==> src/tal_pkg.sv <==
// tal_pkg: shared constants and types of the thruster allocation limiter
// no dependencies; used by the channel interfaces and the top level
package tal_pkg;

    localparam int unsigned Q_W      = 16;   // signed Q8.8 thrust and wrench words
    localparam int unsigned COEF_W   = 24;   // unsigned Q8.16 coefficient
    localparam int unsigned TOTAL_W  = 18;   // total limit and reported total
    localparam int unsigned SINGLE_W = 15;   // per-thruster clamp
    localparam int unsigned TICK_W   = 32;   // silence count and timeout
    localparam int unsigned CFG_W    = 32;   // config data port
    localparam int unsigned ACT_W    = 2;

    localparam int unsigned THR_CNT  = 6;
    localparam int unsigned AXIS_CNT = 5;

    typedef logic [ACT_W-1:0] t_action;
    typedef logic [2:0]       t_cfg_idx;

    localparam t_action ACT_WRENCH = 2'd0;
    localparam t_action ACT_HEART  = 2'd1;
    localparam t_action ACT_TICK   = 2'd2;

    localparam t_cfg_idx REG_SCALE_FX = 3'd0;
    localparam t_cfg_idx REG_SCALE_FY = 3'd1;
    localparam t_cfg_idx REG_SCALE_FZ = 3'd2;
    localparam t_cfg_idx REG_SCALE_TX = 3'd3;
    localparam t_cfg_idx REG_SCALE_TZ = 3'd4;
    localparam t_cfg_idx REG_TOTAL    = 3'd5;
    localparam t_cfg_idx REG_SINGLE   = 3'd6;
    localparam t_cfg_idx REG_TIMEOUT  = 3'd7;

    localparam logic [COEF_W-1:0]   SCALE_RST  = 24'd65536;
    localparam logic [TOTAL_W-1:0]  TOTAL_RST  = 18'd20480;  // 80 N
    localparam logic [SINGLE_W-1:0] SINGLE_RST = 15'd7680;   // 30 N

endpackage

==> src/tal_in_if.sv <==
// tal_in_if: command channel of the thruster allocation limiter
// depends on tal_pkg
interface tal_in_if;
    logic                                valid;
    logic                                ready;
    logic [tal_pkg::ACT_W-1:0]           action;
    logic signed [tal_pkg::Q_W-1:0]      force_x;
    logic signed [tal_pkg::Q_W-1:0]      force_y;
    logic signed [tal_pkg::Q_W-1:0]      force_z;
    logic signed [tal_pkg::Q_W-1:0]      torque_x;
    logic signed [tal_pkg::Q_W-1:0]      torque_z;
    logic                                heartbeat_alive;

    modport source (output valid, action, force_x, force_y, force_z, torque_x, torque_z,
                    heartbeat_alive, input ready);
    modport sink (input valid, action, force_x, force_y, force_z, torque_x, torque_z,
                  heartbeat_alive, output ready);
endinterface

==> src/tal_out_if.sv <==
// tal_out_if: result channel of the thruster allocation limiter
// depends on tal_pkg
interface tal_out_if;
    logic                                valid;
    logic                                ready;
    logic signed [tal_pkg::Q_W-1:0]      thrust_front_right;
    logic signed [tal_pkg::Q_W-1:0]      thrust_front_left;
    logic signed [tal_pkg::Q_W-1:0]      thrust_vertical_left;
    logic signed [tal_pkg::Q_W-1:0]      thrust_vertical_right;
    logic signed [tal_pkg::Q_W-1:0]      thrust_rear_right;
    logic signed [tal_pkg::Q_W-1:0]      thrust_rear_left;
    logic [tal_pkg::TOTAL_W-1:0]         thrust_sum;
    logic                                timed_out;

    modport source (output valid, thrust_front_right, thrust_front_left, thrust_vertical_left,
                    thrust_vertical_right, thrust_rear_right, thrust_rear_left,
                    thrust_sum, timed_out, input ready);
    modport sink (input valid, thrust_front_right, thrust_front_left, thrust_vertical_left,
                  thrust_vertical_right, thrust_rear_right, thrust_rear_left,
                  thrust_sum, timed_out, output ready);
endinterface

==> src/thruster_allocation_limiter_unit.sv <==
// thruster_allocation_limiter_unit: six-thruster wrench mixer with total and single limits
// depends on tal_pkg, tal_in_if, tal_out_if
//
//  port      dir  kind          carries
//  i_cmd     in   valid/ready   wrench, heartbeat or tick word
//  o_res     out  valid/ready   six thrusts, total thrust, timed-out flag
//  i_cfg_*   in   write only    coefficient, limit and timeout registers
//
// heartbeat and tick words give no result
// a wrench is scaled, mixed and summed, then divided and renormalized when the total
// limit kicks in, then clamped: one shared multiplier does the five coefficient scalings
// and six renormalizations, and the 24-bit ratio comes from a one-bit-per-cycle divider
// a timed-out wrench skips the arithmetic; a finished result waits in the output
// register, and a new word is taken while it waits, until the next one is done
// reset is synchronous, active low, clears the sequencer, output valid and silence count, and loads config defaults
module thruster_allocation_limiter_unit (
    input  logic                            i_clk,
    input  logic                            i_rst_n,
    input  logic                            i_cfg_we,
    input  logic [2:0]                      i_cfg_idx,
    input  logic [tal_pkg::CFG_W-1:0]       i_cfg_data,
    tal_in_if.sink                          i_cmd,
    tal_out_if.source                       o_res
);

    localparam int unsigned SC_W   = 25;           // scaled component
    localparam int unsigned T_W    = 27;           // mixed thrust
    localparam int unsigned ACC_W  = 29;           // sum of magnitudes
    localparam int unsigned PROD_W = T_W + tal_pkg::COEF_W;
    localparam int unsigned DIV_STEPS = tal_pkg::COEF_W;

    localparam logic [2:0] ST_IDLE = 3'd0;
    localparam logic [2:0] ST_SCL  = 3'd1;
    localparam logic [2:0] ST_MIX  = 3'd2;
    localparam logic [2:0] ST_SUM  = 3'd3;
    localparam logic [2:0] ST_DIV  = 3'd4;
    localparam logic [2:0] ST_NRM  = 3'd5;
    localparam logic [2:0] ST_CLP  = 3'd6;
    localparam logic [2:0] ST_FIN  = 3'd7;

    // configuration
    logic [tal_pkg::COEF_W-1:0]   r_scale [tal_pkg::AXIS_CNT];
    logic [tal_pkg::TOTAL_W-1:0]  r_total_lim;
    logic [tal_pkg::SINGLE_W-1:0] r_single_lim;
    logic [tal_pkg::TICK_W-1:0]   r_timeout;
    logic [tal_pkg::TICK_W-1:0]   r_sil;

    // sequencer and datapath
    logic [2:0]                   r_state;
    logic [4:0]                   r_cnt;
    logic                         r_ph;
    logic                         r_tout;
    logic signed [tal_pkg::Q_W-1:0] r_wr  [tal_pkg::AXIS_CNT];
    logic signed [SC_W-1:0]       r_sc  [tal_pkg::AXIS_CNT];
    logic signed [T_W-1:0]        r_t   [tal_pkg::THR_CNT];
    logic signed [tal_pkg::Q_W-1:0] r_fin [tal_pkg::THR_CNT];
    logic [PROD_W-1:0]            r_prod;
    logic                         r_neg;
    logic [ACC_W-1:0]             r_acc;
    logic [ACC_W-1:0]             r_rem;
    logic [tal_pkg::COEF_W-1:0]   r_quo;

    // output register
    logic                         r_ovalid;
    logic signed [tal_pkg::Q_W-1:0] r_out_t [tal_pkg::THR_CNT];
    logic [tal_pkg::TOTAL_W-1:0]  r_out_total;
    logic                         r_out_tout;

    logic [2:0]                   n_idx;
    logic signed [T_W-1:0]        n_opd;
    logic                         n_neg;
    logic [T_W-1:0]               n_amag;
    logic [tal_pkg::COEF_W-1:0]   n_bop;
    logic [PROD_W:0]              n_pr;
    logic [T_W-1:0]               n_mag;
    logic signed [T_W-1:0]        n_scl;
    logic signed [T_W-1:0]        n_cur;
    logic [T_W-1:0]               n_cur_abs;
    logic [ACC_W-1:0]             n_acc;
    logic [ACC_W:0]               n_rem2;
    logic                         n_ge;
    logic signed [T_W-1:0]        n_lim;
    logic signed [T_W-1:0]        n_clp;
    logic [tal_pkg::Q_W-1:0]      n_clp_abs;
    logic signed [T_W-1:0]        n_x, n_y, n_z, n_r, n_w;
    logic                         n_acc_in;
    logic                         n_timed;
    logic                         n_load;

    assign n_idx    = r_cnt[2:0];
    assign n_acc_in = i_cmd.valid && i_cmd.ready;
    assign n_timed  = (r_timeout != '0) && (r_sil > r_timeout);
    assign n_load   = (r_state == ST_FIN) && (!r_ovalid || o_res.ready);

    // shared multiplier operands: magnitude times coefficient or ratio
    always_comb begin
        if (r_state == ST_SCL) begin
            n_opd = T_W'(r_wr[n_idx]);
            n_bop = r_scale[n_idx];
        end else begin
            n_opd = r_t[n_idx];
            n_bop = r_quo;
        end
        n_neg  = n_opd[T_W-1];
        n_amag = n_neg ? T_W'(-n_opd) : T_W'(n_opd);
    end

    // round to nearest, ties away from zero, on the magnitude
    always_comb begin
        if (r_state == ST_NRM) begin
            n_pr  = {1'b0, r_prod} + ((PROD_W+1)'(1) << 23);
            n_mag = n_pr[24 +: T_W];
        end else begin
            n_pr  = {1'b0, r_prod} + ((PROD_W+1)'(1) << 15);
            n_mag = n_pr[16 +: T_W];
        end
        n_scl = r_neg ? -signed'(n_mag) : signed'(n_mag);
    end

    // magnitude accumulate, divider step and clamp
    always_comb begin
        n_cur     = r_t[n_idx];
        n_cur_abs = n_cur[T_W-1] ? T_W'(-n_cur) : T_W'(n_cur);
        n_lim     = signed'(T_W'(r_single_lim));
        if (n_cur > n_lim) begin
            n_clp = n_lim;
        end else if (n_cur < -n_lim) begin
            n_clp = -n_lim;
        end else begin
            n_clp = n_cur;
        end
        n_clp_abs = n_clp[T_W-1] ? tal_pkg::Q_W'(-n_clp) : tal_pkg::Q_W'(n_clp);
        if (r_state == ST_CLP) begin
            n_acc = r_acc + ACC_W'(n_clp_abs);
        end else begin
            n_acc = r_acc + ACC_W'(n_cur_abs);
        end
        n_rem2 = {r_rem, 1'b0};
        n_ge   = n_rem2 >= {1'b0, r_acc};
    end

    // scaled components widened to the mixing width
    always_comb begin
        n_x = T_W'(r_sc[0]);
        n_y = T_W'(r_sc[1]);
        n_z = T_W'(r_sc[2]);
        n_r = T_W'(r_sc[3]);
        n_w = T_W'(r_sc[4]);
    end

    always_ff @(posedge i_clk) begin
        if (!i_rst_n) begin
            for (int k = 0; k < tal_pkg::AXIS_CNT; k++) begin
                r_scale[k] <= tal_pkg::SCALE_RST;
            end
            r_total_lim  <= tal_pkg::TOTAL_RST;
            r_single_lim <= tal_pkg::SINGLE_RST;
            r_timeout    <= '0;
        end else if (i_cfg_we) begin
            case (i_cfg_idx)
                tal_pkg::REG_SCALE_FX,
                tal_pkg::REG_SCALE_FY,
                tal_pkg::REG_SCALE_FZ,
                tal_pkg::REG_SCALE_TX,
                tal_pkg::REG_SCALE_TZ: r_scale[i_cfg_idx] <= i_cfg_data[tal_pkg::COEF_W-1:0];
                tal_pkg::REG_TOTAL:   r_total_lim  <= i_cfg_data[tal_pkg::TOTAL_W-1:0];
                tal_pkg::REG_SINGLE:  r_single_lim <= i_cfg_data[tal_pkg::SINGLE_W-1:0];
                tal_pkg::REG_TIMEOUT: r_timeout    <= i_cfg_data[tal_pkg::TICK_W-1:0];
                default: ;
            endcase
        end
    end

    always_ff @(posedge i_clk) begin
        if (!i_rst_n) begin
            r_state <= ST_IDLE;
            r_cnt   <= '0;
            r_ph    <= 1'b0;
            r_tout  <= 1'b0;
            r_sil   <= '0;
        end else begin
            case (r_state)
                ST_IDLE: begin
                    if (n_acc_in) begin
                        case (i_cmd.action)
                            tal_pkg::ACT_WRENCH: begin
                                r_tout  <= n_timed;
                                r_cnt   <= '0;
                                r_ph    <= 1'b0;
                                r_acc   <= '0;
                                r_state <= n_timed ? ST_FIN : ST_SCL;
                                r_wr[0] <= i_cmd.force_x;
                                r_wr[1] <= i_cmd.force_y;
                                r_wr[2] <= i_cmd.force_z;
                                r_wr[3] <= i_cmd.torque_x;
                                r_wr[4] <= i_cmd.torque_z;
                            end
                            tal_pkg::ACT_HEART: begin
                                if (i_cmd.heartbeat_alive) begin
                                    r_sil <= '0;
                                end
                            end
                            tal_pkg::ACT_TICK: begin
                                if (r_sil != '1) begin
                                    r_sil <= r_sil + 1'b1;
                                end
                            end
                            default: ;
                        endcase
                    end
                end
                ST_SCL: begin
                    if (!r_ph) begin
                        r_prod <= PROD_W'(n_amag * n_bop);
                        r_neg  <= n_neg;
                        r_ph   <= 1'b1;
                    end else begin
                        r_sc[n_idx] <= n_scl[SC_W-1:0];
                        r_ph        <= 1'b0;
                        if (n_idx == 3'(tal_pkg::AXIS_CNT - 1)) begin
                            r_cnt   <= '0;
                            r_state <= ST_MIX;
                        end else begin
                            r_cnt <= r_cnt + 1'b1;
                        end
                    end
                end
                ST_MIX: begin
                    r_t[0]  <= -n_x + n_y + n_w;   // front right
                    r_t[1]  <= -n_x - n_y - n_w;   // front left
                    r_t[2]  <=  n_z + n_r;         // vertical left
                    r_t[3]  <=  n_z - n_r;         // vertical right
                    r_t[4]  <=  n_x + n_y - n_w;   // rear right
                    r_t[5]  <=  n_x - n_y + n_w;   // rear left
                    r_state <= ST_SUM;
                end
                ST_SUM: begin
                    if (n_idx == 3'(tal_pkg::THR_CNT - 1)) begin
                        r_cnt <= '0;
                        if (n_acc > ACC_W'(r_total_lim)) begin
                            // sum becomes the divisor, limit the first remainder
                            r_acc   <= n_acc;
                            r_rem   <= ACC_W'(r_total_lim);
                            r_quo   <= '0;
                            r_state <= ST_DIV;
                        end else begin
                            r_acc   <= '0;
                            r_state <= ST_CLP;
                        end
                    end else begin
                        r_cnt <= r_cnt + 1'b1;
                        r_acc <= n_acc;
                    end
                end
                ST_DIV: begin
                    r_rem <= n_ge ? ACC_W'(n_rem2 - {1'b0, r_acc}) : ACC_W'(n_rem2);
                    r_quo <= {r_quo[tal_pkg::COEF_W-2:0], n_ge};
                    if (r_cnt == 5'(DIV_STEPS - 1)) begin
                        r_cnt   <= '0;
                        r_ph    <= 1'b0;
                        r_state <= ST_NRM;
                    end else begin
                        r_cnt <= r_cnt + 1'b1;
                    end
                end
                ST_NRM: begin
                    if (!r_ph) begin
                        r_prod <= PROD_W'(n_amag * n_bop);
                        r_neg  <= n_neg;
                        r_ph   <= 1'b1;
                    end else begin
                        r_t[n_idx] <= n_scl;
                        r_ph       <= 1'b0;
                        if (n_idx == 3'(tal_pkg::THR_CNT - 1)) begin
                            r_cnt   <= '0;
                            r_acc   <= '0;
                            r_state <= ST_CLP;
                        end else begin
                            r_cnt <= r_cnt + 1'b1;
                        end
                    end
                end
                ST_CLP: begin
                    r_fin[n_idx] <= n_clp[tal_pkg::Q_W-1:0];
                    r_acc        <= n_acc;
                    if (n_idx == 3'(tal_pkg::THR_CNT - 1)) begin
                        r_cnt   <= '0;
                        r_state <= ST_FIN;
                    end else begin
                        r_cnt <= r_cnt + 1'b1;
                    end
                end
                ST_FIN: begin
                    if (n_load) begin
                        r_state <= ST_IDLE;
                    end
                end
                default: r_state <= ST_IDLE;
            endcase
        end
    end

    // output register, refilled only once the previous word is gone
    always_ff @(posedge i_clk) begin
        if (!i_rst_n) begin
            r_ovalid <= 1'b0;
        end else if (n_load) begin
            r_ovalid <= 1'b1;
        end else if (o_res.ready) begin
            r_ovalid <= 1'b0;
        end
    end

    always_ff @(posedge i_clk) begin
        if (n_load) begin
            for (int k = 0; k < tal_pkg::THR_CNT; k++) begin
                r_out_t[k] <= r_tout ? '0 : r_fin[k];
            end
            r_out_total <= r_tout ? '0 : r_acc[tal_pkg::TOTAL_W-1:0];
            r_out_tout  <= r_tout;
        end
    end

    assign i_cmd.ready                 = (r_state == ST_IDLE);
    assign o_res.valid                 = r_ovalid;
    assign o_res.thrust_front_right    = r_out_t[0];
    assign o_res.thrust_front_left     = r_out_t[1];
    assign o_res.thrust_vertical_left  = r_out_t[2];
    assign o_res.thrust_vertical_right = r_out_t[3];
    assign o_res.thrust_rear_right     = r_out_t[4];
    assign o_res.thrust_rear_left      = r_out_t[5];
    assign o_res.thrust_sum            = r_out_total;
    assign o_res.timed_out             = r_out_tout;

`ifndef SYNTHESIS
    // divider remainder stays below the divisor
    a_rem_below: assert property (@(posedge i_clk) disable iff (!i_rst_n)
        (r_state == ST_DIV) |-> (r_rem < r_acc))
        else $error("divider remainder not below divisor");

    // the ratio is only formed when the sum exceeds the limit
    a_div_sum: assert property (@(posedge i_clk) disable iff (!i_rst_n)
        (r_state == ST_DIV) |-> (r_acc > ACC_W'(r_total_lim)))
        else $error("division entered with sum within limit");

    // silence count only moves on an accepted word
    a_sil_hold: assert property (@(posedge i_clk) disable iff (!i_rst_n)
        !(i_cmd.valid && i_cmd.ready) |=> $stable(r_sil))
        else $error("silence count changed without a word");

    // a timed-out result carries a zero total thrust
    a_tout_zero: assert property (@(posedge i_clk) disable iff (!i_rst_n)
        (o_res.valid && o_res.timed_out) |-> (o_res.thrust_sum == '0))
        else $error("timed-out result with nonzero total");

    // the summing, renormalizing and clamping phases never run past the thruster count
    a_idx_range: assert property (@(posedge i_clk) disable iff (!i_rst_n)
        (r_state == ST_SUM || r_state == ST_NRM || r_state == ST_CLP)
            |-> (r_cnt < 5'(tal_pkg::THR_CNT)))
        else $error("thruster index out of range");
`endif

endmodule
==> src/flat_wrapper.sv <==
// flat-port wrapper written by rule: the top's interface ports become plain ports
module thruster_allocation_limiter_unit_flat 
  (i_clk, i_rst_n, i_cfg_we, i_cfg_idx, i_cfg_data, i_cmd_valid, i_cmd_action, i_cmd_force_x, i_cmd_force_y, i_cmd_force_z, i_cmd_torque_x, i_cmd_torque_z, i_cmd_heartbeat_alive, i_cmd_ready, o_res_valid, o_res_thrust_front_right, o_res_thrust_front_left, o_res_thrust_vertical_left, o_res_thrust_vertical_right, o_res_thrust_rear_right, o_res_thrust_rear_left, o_res_thrust_sum, o_res_timed_out, o_res_ready);
  tal_in_if i_cmd_i ();
  tal_out_if o_res_i ();
  input  logic i_clk;
  input  logic i_rst_n;
  input  logic i_cfg_we;
  input  logic [2:0] i_cfg_idx;
  input  logic [tal_pkg::CFG_W-1:0] i_cfg_data;
  input wire logic [$bits(i_cmd_i.valid)-1:0] i_cmd_valid;
  input wire logic [$bits(i_cmd_i.action)-1:0] i_cmd_action;
  input wire logic [$bits(i_cmd_i.force_x)-1:0] i_cmd_force_x;
  input wire logic [$bits(i_cmd_i.force_y)-1:0] i_cmd_force_y;
  input wire logic [$bits(i_cmd_i.force_z)-1:0] i_cmd_force_z;
  input wire logic [$bits(i_cmd_i.torque_x)-1:0] i_cmd_torque_x;
  input wire logic [$bits(i_cmd_i.torque_z)-1:0] i_cmd_torque_z;
  input wire logic [$bits(i_cmd_i.heartbeat_alive)-1:0] i_cmd_heartbeat_alive;
  output wire logic [$bits(i_cmd_i.ready)-1:0] i_cmd_ready;
  output wire logic [$bits(o_res_i.valid)-1:0] o_res_valid;
  output wire logic [$bits(o_res_i.thrust_front_right)-1:0] o_res_thrust_front_right;
  output wire logic [$bits(o_res_i.thrust_front_left)-1:0] o_res_thrust_front_left;
  output wire logic [$bits(o_res_i.thrust_vertical_left)-1:0] o_res_thrust_vertical_left;
  output wire logic [$bits(o_res_i.thrust_vertical_right)-1:0] o_res_thrust_vertical_right;
  output wire logic [$bits(o_res_i.thrust_rear_right)-1:0] o_res_thrust_rear_right;
  output wire logic [$bits(o_res_i.thrust_rear_left)-1:0] o_res_thrust_rear_left;
  output wire logic [$bits(o_res_i.thrust_sum)-1:0] o_res_thrust_sum;
  output wire logic [$bits(o_res_i.timed_out)-1:0] o_res_timed_out;
  input wire logic [$bits(o_res_i.ready)-1:0] o_res_ready;
  assign i_cmd_i.valid = i_cmd_valid;
  assign i_cmd_i.action = i_cmd_action;
  assign i_cmd_i.force_x = i_cmd_force_x;
  assign i_cmd_i.force_y = i_cmd_force_y;
  assign i_cmd_i.force_z = i_cmd_force_z;
  assign i_cmd_i.torque_x = i_cmd_torque_x;
  assign i_cmd_i.torque_z = i_cmd_torque_z;
  assign i_cmd_i.heartbeat_alive = i_cmd_heartbeat_alive;
  assign i_cmd_ready = i_cmd_i.ready;
  assign o_res_valid = o_res_i.valid;
  assign o_res_thrust_front_right = o_res_i.thrust_front_right;
  assign o_res_thrust_front_left = o_res_i.thrust_front_left;
  assign o_res_thrust_vertical_left = o_res_i.thrust_vertical_left;
  assign o_res_thrust_vertical_right = o_res_i.thrust_vertical_right;
  assign o_res_thrust_rear_right = o_res_i.thrust_rear_right;
  assign o_res_thrust_rear_left = o_res_i.thrust_rear_left;
  assign o_res_thrust_sum = o_res_i.thrust_sum;
  assign o_res_timed_out = o_res_i.timed_out;
  assign o_res_i.ready = o_res_ready;
  thruster_allocation_limiter_unit u_core (.i_clk(i_clk), .i_rst_n(i_rst_n), .i_cfg_we(i_cfg_we), .i_cfg_idx(i_cfg_idx), .i_cfg_data(i_cfg_data), .i_cmd(i_cmd_i), .o_res(o_res_i));
endmodule
==> config.mk <==
export PLATFORM = sky130hd
export DESIGN_NAME = thruster_allocation_limiter_unit_flat
export DESIGN_NICKNAME = d
export VERILOG_FILES = /design/src/tal_pkg.sv /design/src/tal_in_if.sv /design/src/tal_out_if.sv /design/src/thruster_allocation_limiter_unit.sv /design/src/flat_wrapper.sv
export SDC_FILE = /design/constraint.sdc
export NUM_CORES = 2
export LEC_CHECK = 0
export BUFFER_PORTS_ARGS = -buffer_cell sky130_fd_sc_hd__buf_2
export CELL_PAD_IN_SITES_DETAIL_PLACEMENT = 1
export CELL_PAD_IN_SITES_GLOBAL_PLACEMENT = 2
export CORE_ASPECT_RATIO = 1.25
export CORE_UTILIZATION = 40
export CTS_CLUSTER_SIZE = 16
export DETAILED_ROUTE_END_ITERATION = 12
export GPL_ROUTABILITY_DRIVEN = 1
export PLACE_DENSITY = 0.75
export SYNTH_ARGS = -nofsm -noshare
export SYNTH_HDL_FRONTEND = slang
export SYNTH_SLANG_ARGS = --single-unit
==> constraint.sdc <==
create_clock -name i_clk -period 13.1 [get_ports i_clk]
set_clock_uncertainty 0.2 [all_clocks]
set_input_delay 0 -clock i_clk [delete_from_list [all_inputs] [get_ports i_clk]]
set_output_delay 0 -clock i_clk [all_outputs]
set_load 0.01 [all_outputs]
==> run summary <==
Outcome - finished, final reports clean
Synth cell types - 99
EDFF count, synth - 943
I/O pin total - 240
CTS tree - done
Final hold violations - 0
Htree depth - 3
Die ar. - 203000 um^2
Core area - 199000 um^2
Wirelength per Cell - 27.0 um
Num CTS Buffers - 107
Final wirelength - 297000 um
Tot GR Track Use - 0.294
CP max stage delay - 0.73 ns
Grt ovf - 0
Crit path max-delay family - adder cells
Mapped Area - 80400 um^2
Most frequent cells in the layout - 1048 x inv_1, 950 x nand2_1, 943 x edfxtp_1, 654 x fa_1, 520 x nor2_1
Critical Path Most Common Cell - fa_1
Worst Setup Start Kind - flip-flop
Vias/cell - 5.49
Post-synthesis average cell area - 10.4 um^2
CP required - 13.38 ns
Final setup vio count - 0
Slew Viols, Final - 0
Yosys reg bits - 1054
Rows - 183
Initial antenna violation count - 19
Sequential element share of the synthesized area - 0.380
Slew HR - 0.161
Most common cell after layout, fill and taps aside - inv_1
Minimum clock period after layout - 12.47 ns
First-pass GRT wire length - 437000 um
Worst min-delay path category - input port to flip-flop
Drt drc - 0
Via Count - 60.3k
Ratio of final minimum period to clock period - 0.952
Ys async rst share - 0
CTS root buf - clkbuf_16
Layout cells sized above 1 - 0.106
Largest net degree at the start of global routing - 89
Max Fclk - 80.2 MHz
Die width - 403 um
Worst-path clk slew - 0.06 ns
Clk Latency, worst-skew pair - 0.80 ns
Die Y - 503 um
GP Congestion - 0.921
Slowest library cell on the worst path - dfxtp_4
P&R area growth vs syn - 15.0%
Crit path DAT - 12.75 ns
Clock sink total - 1054
Tightest Pin Transition - 1.25 ns
RSZ-0062 raised after global routing - false
Vias in the first global route - 65.6k
Port Buffers - 239
Ys flop type - edfxtp_1
Worst path bufs/invs - 4
Max Cap Viol - 0
Synth warn - 0
Setup TNS - 0 ns
Nets - 9579
Initial Util - 0.404
Drt first pass iters - 6
Crit Path Category - flip-flop to flip-flop
Post-DRT Antenna Nets - 0
Violation count after the first detailed-routing iteration - 4013
Worst Setup End Kind - flip-flop
Crit Path Max Fanout - 28
Syn Inst Count - 7708
DP HPWL - 228000 um
CTS Buffer Depth - 3
==> synth_stat cells (all sizes together), types with 11 or more instances <==
cell type / instances / area share
nor3: 184 / 0.012
a211oi: 30 / 0.0028
nand2: 951 / 0.044
inv: 1050 / 0.049
o21bai: 26 / 0.0024
xor2: 112 / 0.012
nor2b: 188 / 0.015
nand4: 59 / 0.0047
o31ai: 37 / 0.0036
mux2: 12 / 0.0017
ha: 490 / 0.076
buf: 47 / 0.0030
dfxtp: 111 / 0.028
a21boi: 75 / 0.0070
mux2i: 68 / 0.0085
nor2: 537 / 0.025
fa: 654 / 0.16
and3: 54 / 0.0042
mux4: 128 / 0.036
or2: 28 / 0.0022
o21ai: 238 / 0.015
or3: 60 / 0.0047
xnor2: 247 / 0.027
o211ai: 30 / 0.0028
nand3: 108 / 0.0067
a31oi: 70 / 0.0054
a21oi: 322 / 0.020
o21a: 47 / 0.0044
a21o: 107 / 0.010
o2111ai: 11 / 0.0012
and2: 177 / 0.014
clkbuf: 245 / 0.011
nand2b: 59 / 0.0046
edfxtp: 943 / 0.35
nor4: 39 / 0.0032
==> metal layers <==
metal	global-route usage	routed length [um]	up-vias
li1	-	-	27100
met1	0.357	120000	31200
met2	0.525	150000	1563
met3	0.0314	12400	458
met4	0.129	14700	12
met5	0	89	-
==> flip-flops by register name (all words and copies together) (netlist names), 24 cells and up, named ones only <==
name              flops
u_core.r_t          216
u_core.r_scale      192
u_core.r_sc         125
u_core.r_fin         96
u_core.r_out_t       96
u_core.r_wr          80
u_core.r_prod        36
u_core.r_sil         32
u_core.r_timeout     32
u_core.r_acc         29
u_core.r_rem         29
u_core.r_quo         24
==> worst register-to-register path, delay by kind of cell (launching register included) <==
kind | cells | cell delay (ns)
compound gates | 11 | 2.81
xor+xnor | 2 | 0.56
fa+ha+maj | 8 | 3.92
buf+inv | 4 | 0.86
flops | 1 | 0.73
mux | 1 | 0.59
simple gates | 8 | 2.51
==> final cells by class <==
type / count / area (um^2)
fill: 21800 / 107000
multi-input combinational: 5381 / 45600
sequential: 1054 / 30600
timing repair buffer: 716 / 5490
inverter: 1052 / 3950
tap: 2590 / 3240
clock buffer: 129 / 2770
clock inverter: 67 / 842
antenna: 3 / 7.51
==> path summary, 6_finish.rpt <==
kind                                      start                            endpoint  cells past startpoint  slack, ns
max                                   flip-flop         u_core.r_prod[41]$_DFFE_PP_                     34       0.63
min                                     i_rst_n   u_core.r_timeout[14]$_SDFFE_PN0P_                      3       0.07
max reg2reg                           flip-flop         u_core.r_prod[41]$_DFFE_PP_                     34       0.63
min reg2reg  u_core.r_total_lim[1]$_SDFFE_PN0P_  u_core.r_total_lim[1]$_SDFFE_PN0P_                      2       0.27
==> repair_timing <==
item / 4_1_cts / 5_1_grt
endpoints found under the hold margin: 599 / 0
hold buffers: 274 / 0
resized for setup: 0 / 1
setup buffers: 0 / 1
endpoints found under the setup margin: 0 / 55
==> through the flow <==
step                      hold slack, ns   util  setup WS, ns  std cells  area, um^2
after global routing              0.0501  0.464        0.0132      11000       92500
after global placement           -0.0226  0.432          1.08      10500       86100
after CTS                        0.00842  0.464         0.753      11000       92400
after floorplan                   -0.101      -          1.88       7779       80700
after detailed placement         -0.0215  0.432         0.817      10500       86100
final                             0.0653  0.464         0.630      11000       92500
==> logic make-up (layout without fill, tap and decap cells) <==
kind of cell	Yosys count	in the layout	share of synthesized area
AO/OA/AOI/OAI	1098	1098	0.0862
XOR/XNOR	359	359	0.0392
adder cells (fa/ha/maj)	1144	1144	0.239
buffers and inverters	1344	1964	0.0635
flip-flops	1054	1054	0.380
multiplexers	208	208	0.0460
other	1	75	0.0000466
AND/OR/NAND/NOR	2500	2500	0.146
Power is not shown: default switching activity piles up to over one toggle a cycle in this logic, so the estimate is an artifact.
